## src/rtl/core/gps_to_local_mercator_macros.svh

```systemverilog
// Assertion macros for the Mercator projection RTL.
`ifndef GPS_TO_LOCAL_MERCATOR_MACROS_SVH
`define GPS_TO_LOCAL_MERCATOR_MACROS_SVH
`ifndef SYNTH
`define GTLM_ASSERT(lbl, clk, rstn, cond, msg) \
  lbl: assert property (@(posedge clk) disable iff (!rstn) (cond)) else $error(msg);
`define GTLM_ASSERT_NEXT(lbl, clk, rstn, ante, cons, msg) \
  lbl: assert property (@(posedge clk) disable iff (!rstn) (ante) |=> (cons)) else $error(msg);
`else
`define GTLM_ASSERT(lbl, clk, rstn, cond, msg)
`define GTLM_ASSERT_NEXT(lbl, clk, rstn, ante, cons, msg)
`endif
`endif

```

## src/rtl/core/gtlm_pkg.sv

```systemverilog
// Types, constants and table generators for the Mercator projection block.
package gtlm_pkg;

  localparam logic [63:0] PI_Q62      = 64'hC90FDAA22168C235;
  localparam logic [63:0] HALF_PI_Q40 = PI_Q62 >> 23;
  localparam logic [63:0] MM_K_FULL   =
    ((64'd6378137 * (PI_Q62 >> 28)) / 64'd1800000) >> 8;
  localparam logic [31:0] MM_PER_E7_Q26 = MM_K_FULL[31:0];
  localparam logic [22:0] EARTH_R_M     = 23'd6378137;
  localparam logic [9:0]  THOUSAND      = 10'd1000;
  localparam logic [29:0] LAT_LIMIT_E7  = 30'd850511287;
  // 90 degrees in 1e-7 units is 2^8 times this odd factor
  localparam logic [21:0] LAT_DIV_ODD   = 22'd3515625;
  localparam int unsigned RECIP_SHIFT   = 52;
  localparam int unsigned GD_W  = 44;
  localparam int unsigned MAG_W = 36;
  localparam logic signed [37:0] LIM_HORIZ = 38'sd40100000000;
  localparam logic signed [28:0] LIM_UP    = 29'sd101000000;

  typedef struct packed {
    logic               lat_neg;
    logic [29:0]        lat_mag;
    logic               oor;
    logic               lon_neg;
    logic [31:0]        lon_mag;
    logic signed [27:0] alt;
  } item_t;

  typedef enum logic [3:0] {
    B_IDLE, B_MPOS, B_ROM0, B_ROM1, B_ROM2, B_ROM3, B_MCOS, B_MGD,
    B_MR, B_M1K, B_MNS, B_MLON, B_MES, B_FIN
  } back_state_e;

  typedef enum logic [1:0] {M_IDLE, M_LO, M_HI, M_SUM} mul_step_e;

  // Taylor term divisor (2n-1)*2n
  function automatic logic [63:0] fact_div(input logic [63:0] t, input int unsigned n);
    case (n)
      1:       return t / 64'd2;
      2:       return t / 64'd12;
      3:       return t / 64'd30;
      4:       return t / 64'd56;
      5:       return t / 64'd90;
      6:       return t / 64'd132;
      7:       return t / 64'd182;
      8:       return t / 64'd240;
      9:       return t / 64'd306;
      10:      return t / 64'd380;
      11:      return t / 64'd462;
      12:      return t / 64'd552;
      13:      return t / 64'd650;
      14:      return t / 64'd756;
      default: return t;
    endcase
  endfunction

  // cosine in Q30 at m steps of (pi/2)/2^(tb+1)
  function automatic logic [63:0] cos_fine(input logic [31:0] m, input int unsigned tb);
    logic [63:0] x;
    logic [63:0] x2;
    logic [63:0] term;
    longint      sum;
    x    = ({32'b0, m} * HALF_PI_Q40) >> (tb + 11);
    x2   = (x * x) >> 30;
    term = 64'd1 << 30;
    sum  = longint'(term);
    for (int unsigned n = 1; n <= 14; n++) begin
      term = fact_div((term * x2) >> 30, n);
      if (n % 2 == 1) sum = sum - longint'(term);
      else            sum = sum + longint'(term);
    end
    if (sum < 0) sum = 0;
    if (sum > longint'(64'd1 << 30)) sum = longint'(64'd1 << 30);
    return 64'(sum);
  endfunction

  // 2^50 / c, restoring long division
  function automatic logic [63:0] inv_q20(input logic [63:0] c);
    logic [63:0] den;
    logic [63:0] r;
    logic [63:0] q;
    den = (c < 64'd1024) ? 64'd1024 : c;
    r   = '0;
    q   = '0;
    for (int b = 50; b >= 0; b--) begin
      r = (r << 1) | ((b == 50) ? 64'd1 : 64'd0);
      if (r >= den) begin
        r    = r - den;
        q[b] = 1'b1;
      end
    end
    return q;
  endfunction

endpackage

```

## src/rtl/core/gtlm_front.sv

```systemverilog
// Front end: takes a fix transfer, clamps latitude and splits signs from magnitudes.
module gtlm_front (
  input  logic           s_axis_tvalid_i,
  output logic           s_axis_tready_o,
  input  logic [95:0]    s_axis_tdata_i,   // latitude_e7, longitude_e7, altitude_mm
  output logic           item_valid_o,
  output gtlm_pkg::item_t item_o,
  input  logic           item_full_i
);
  import gtlm_pkg::*;

  logic [30:0] lat;
  logic [31:0] lon;
  logic [30:0] lat_abs;
  logic        oor;

  assign lat     = s_axis_tdata_i[30:0];
  assign lon     = s_axis_tdata_i[62:31];
  assign lat_abs = lat[30] ? (~lat + 31'd1) : lat;
  assign oor     = lat_abs > {1'b0, LAT_LIMIT_E7};

  always_comb begin
    item_o.lat_neg = lat[30];
    item_o.lat_mag = oor ? LAT_LIMIT_E7 : lat_abs[29:0];
    item_o.oor     = oor;
    item_o.lon_neg = lon[31];
    item_o.lon_mag = lon[31] ? (~lon + 32'd1) : lon;
    item_o.alt     = s_axis_tdata_i[90:63];
  end

  assign item_valid_o    = s_axis_tvalid_i;
  assign s_axis_tready_o = !item_full_i;

endmodule

```

## config.mk

```make
export PLATFORM = sky130hd
export DESIGN_NAME = gtlm_front
export DESIGN_NICKNAME = d
export VERILOG_FILES = /design/src/rtl/core/gps_to_local_mercator_macros.svh /design/src/rtl/core/gtlm_pkg.sv /design/src/rtl/core/gtlm_front.sv
export SDC_FILE = /design/constraint.sdc
export NUM_CORES = 1
export LEC_CHECK = 0
export BUFFER_PORTS_ARGS = -buffer_cell sky130_fd_sc_hd__buf_2
export CORE_MARGIN = 2
export CORE_UTILIZATION = 46
export DETAILED_ROUTE_END_ITERATION = 8
export GPL_ROUTABILITY_DRIVEN = 1
export PLACE_DENSITY_LB_ADDON = 0.08
export RECOVER_POWER = 100
export SYNTH_ARGS = -nofsm -noshare
export SYNTH_HDL_FRONTEND = slang
export SYNTH_SLANG_ARGS = --single-unit
```

## constraint.sdc

```tcl
create_clock -name vclk -period 9.2
set_input_delay 0 -clock vclk [all_inputs]
set_output_delay 0 -clock vclk [all_outputs]
set_load 0.02 [all_outputs]
```

[After elaboration in Yosys (flattened, before gate mapping)]
Cells that the tools add are included.
Word-level totals
  bits in registers: 0
  bits of input ports: 98
  logic and storage cells: 9
Operators by class
  reductions and logical operators: 1
  magnitude comparators: 1
  bitwise gates (word level): 2
  add/sub/neg operators: 2
  muxes and demuxes: 3
Operators with widths (number)
  32-bit by 1-bit adder with 32-bit output (second input constant): 1
  32-bit 2-to-1 mux: 1
  32-bit inverter: 1
  31-bit by 1-bit adder with 31-bit output (second input constant): 1
  31-bit by 30-bit greater-than comparator with 1-bit output (second input constant): 1
  31-bit 2-to-1 mux: 1
  31-bit inverter: 1
  30-bit 2-to-1 mux: 1
  1-bit zero test: 1

[Depth between registers and ports, before layout]
  depth in word-level cells: 5
  depth in mapped cells: 13
  gate-level depth less buffers: 10

[Worst setup path before layout]
Ideal clock, no wire load.
  kind: input to output
  start: input s_axis_tdata_i[8]
  end: output item_o[62] (netlist bit)
  path buffers: 1
  stages: 9
  slack: 5947 ps
  data arrival time: 3253 ps
  cell sequence: buf_6 -> or4_4 -> or4_1 -> or2_2 -> xnor2_1 -> o41a_1 -> or4b_4 -> o21a_4 -> o21ai_0
RTL lines
  from (decl): line gtlm_front.sv:5  | input logic [95:0] s_axis_tdata_i,
  to (decl): line gtlm_front.sv:7  | output gtlm_pkg::item_t item_o,

==> impl_metrics.py <==
metrics = {
    "setup_path": {
        "endpoint_kind": "primary output",
        "critPathKind": "in2out",
        "startpoint_type": "input pin",
        "crit_fanout": 50,
        "crit_required_ns": 9.20,
        "crit_arrival_ns": 4.96,
    },
    "status": {
        "status": "complete, but fails checks",
        "violations": "max-capacitance violations, max-slew violations",
    },
    "synthesis": {
        "netlist.area_leader.share": 0.1231,
        "synth_compound_area_frac": 0.2877,
        "yosys.area.top_type": "xnor2_1",
        "synth.avg_cell_area_um2": 6.501,
        "synth.mux.area_fraction": 0,
        "yosysWarnings": 0,
        "yosys.area_share.simple": 0.3537,
        "synth_xor_area_frac": 0.1949,
        "synth_most_common_cell": "xnor2_1",
        "synth_top_family_by_area": "simple AND/OR/NAND/NOR gates",
        "synth_cell_types": 53,
        "synthAdderAreaFrac": 0.009770,
        "netlist_instances": 394,
        "yosys-top-cells-count": "xnor2_1 (36), buf_4 (33), nand2_1 (33)",
        "seq_area_frac_synth": 0,
        "synth_area_um2": 2561,
        "syn-num-nets": 494,
        "synth_area_leaders": "xnor2_1 (12%), buf_4 (9.7%), xor2_1 (7.2%)",
    },
    "route": {
        "via_per_inst": 5.980,
        "dr_total_vias": 3223,
        "wl_per_cell_um": 15.06,
        "wirelength_um": 8119,
        "drtIter0Drc": 185,
        "ant_nets": 0,
        "drc": 0,
        "dr.pass1.iters": 6,
    },
    "timing": {
        "worst_slack_ns": 4.241,
        "drv_slew": 65,
        "max_freq_ghz": 0.2017,
        "rsz0062_at_grt": "no",
        "fin_crit_ns": 4.959,
        "fin_setup_tns_ns": 0,
        "hold_violations": 0,
        "tightest_slew_ns": 1.915,
        "min_period_over_period": 0.5390,
        "setup_viol": 0,
        "slew_headroom": -0.2764,
    },
    "placement": {
        "gp_congestion": 0.8770,
        "hpwl_um": 6460,
        "post-place-ws_ns": 5.550,
        "port_buffers": 130,
    },
    "finish": {
        "area_delta_synth_final_pct": 11.43,
        "nets": 569,
        "seq_cell_count": 0,
        "regArea_um2": 0,
        "n_antenna_cell": 0,
        "multiInputGateArea_um2": 2156,
        "drive_above_1_share": 0.1820,
        "num-clock-buffers": 0,
        "fillCellCount": 621,
    },
    "clock_tree": {
        "cts_setup_buffers": 0,
        "cts_resized": 0,
        "cts_hold_buffers": 0,
    },
    "floorplanning": {
        "initial_core_util": 0.4709,
        "num_io_pins": 193,
        "num_rows": 27,
        "core_area_um2": 5439,
        "die_height_um": 78.62,
        "die_area_um2": 6180,
        "die_x_um": 78.62,
    },
    "global_route": {
        "grt_pass1_wl_um": 12940,
        "antenna_found_initial": 0,
        "gr-usage-all-layers": 0.2455,
        "grt_max_degree": 51,
        "grt_pass1_vias": 2672,
        "overflow": 0,
    },
    "worst_hold_path": {
        "hold_class": "in2out",
        "hp-start": "s_axis_tdata_i[84]",
        "holdPathStages": 0,
        "hold_end": "item_o[21]",
    },
    "power": {
        "leakagePower_nw": 1.004,
        "ir_worst_vdd_mv": 0.02769,
        "p_per_area_nw_per_um2": 59.43,
    },
    "run": {
        "cap_violations": 2,
    },
}
==> cell families (layout without fill, tap and decap cells) <==
family | Yosys count | after routing
compound gates | 105 | 105
buf+inv | 67 | 140
xor+xnor | 57 | 57
simple gates | 163 | 163
fa+ha+maj | 2 | 2
==> worst max path at each step <==
stage,from,end,depth (start not counted),slack [ns]
after global routing,s_axis_tdata_i[30],item_o[75],10,3.62
final,s_axis_tdata_i[30],item_o[75],10,4.24
after detailed placement,s_axis_tdata_i[0],item_o[67],12,5.55
after floorplan,s_axis_tdata_i[8],item_o[62],9,5.95
after CTS,s_axis_tdata_i[0],item_o[67],12,5.56
after global placement,s_axis_tdata_i[0],item_o[75],12,5.55
==> cells in the final DEF, fill, tap and decap left out, types with 9 or more instances in the layout <==
cell	instances
a21oi_1	15
buf_2	66
clkbuf_1	64
inv_1	10
nand2_1	33
nand3_1	12
nor2_1	18
nor3_1	15
nor4_1	17
o21ai_0	31
o31ai_1	15
o41ai_1	10
or2_2	9
or3_1	17
or4_1	14
xnor2_1	36
xor2_1	21
==> report_power, final <==
part / total (mW) / internal, mW / switching, mW
clock network: 0 / 0 / 0
registers: 0 / 0 / 0
logic: 0.170 / 0.0571 / 0.112
total: 0.170 / 0.0571 / 0.112
==> cell type report <==
type	count	share of cell area
inverters	10	0.01315
well taps	72	0.03157
multi-input cells	327	0.7554
repair buffers	130	0.1999
==> through the flow <==
step / instances / utilization / cell area (um2) / total power, mW / hold slack, ns
floorplan: 394 / - / 2561 / 0.1340 / 0.07664
global placement: 539 / 0.5415 / 2945 / 0.1745 / 0.0001487
detailed placement: 539 / 0.5415 / 2945 / 0.1762 / 0.0001487
CTS: 539 / 0.5415 / 2945 / 0.1767 / 0.0001487
global route: 539 / 0.5247 / 2854 / 0.1853 / 0.00002926
finish: 539 / 0.5247 / 2854 / 0.1696 / 0.000006759
==> critical path, stage by stage <==
cell and delay, ns:
clkbuf_1 1.35, inv_1 0.76, nor3_1 0.37, nor2_1 0.10, o41ai_1 0.38, a211oi_1 0.13, o211a_1 0.24, o21ai_0 1.18
a21oi_1 0.19, clkbuf_1 0.24
==> per-layer routing <==
metal  share of wire  GRT usage  up-vias
met3           0.071    0.01149       18
met2            0.47     0.4265      149
met5               0          0        -
li1                -          -     1591
met4           0.012    0.03860        0
met1            0.44     0.3390     1465
No activity file was read; power rests on OpenSTA's default activity.
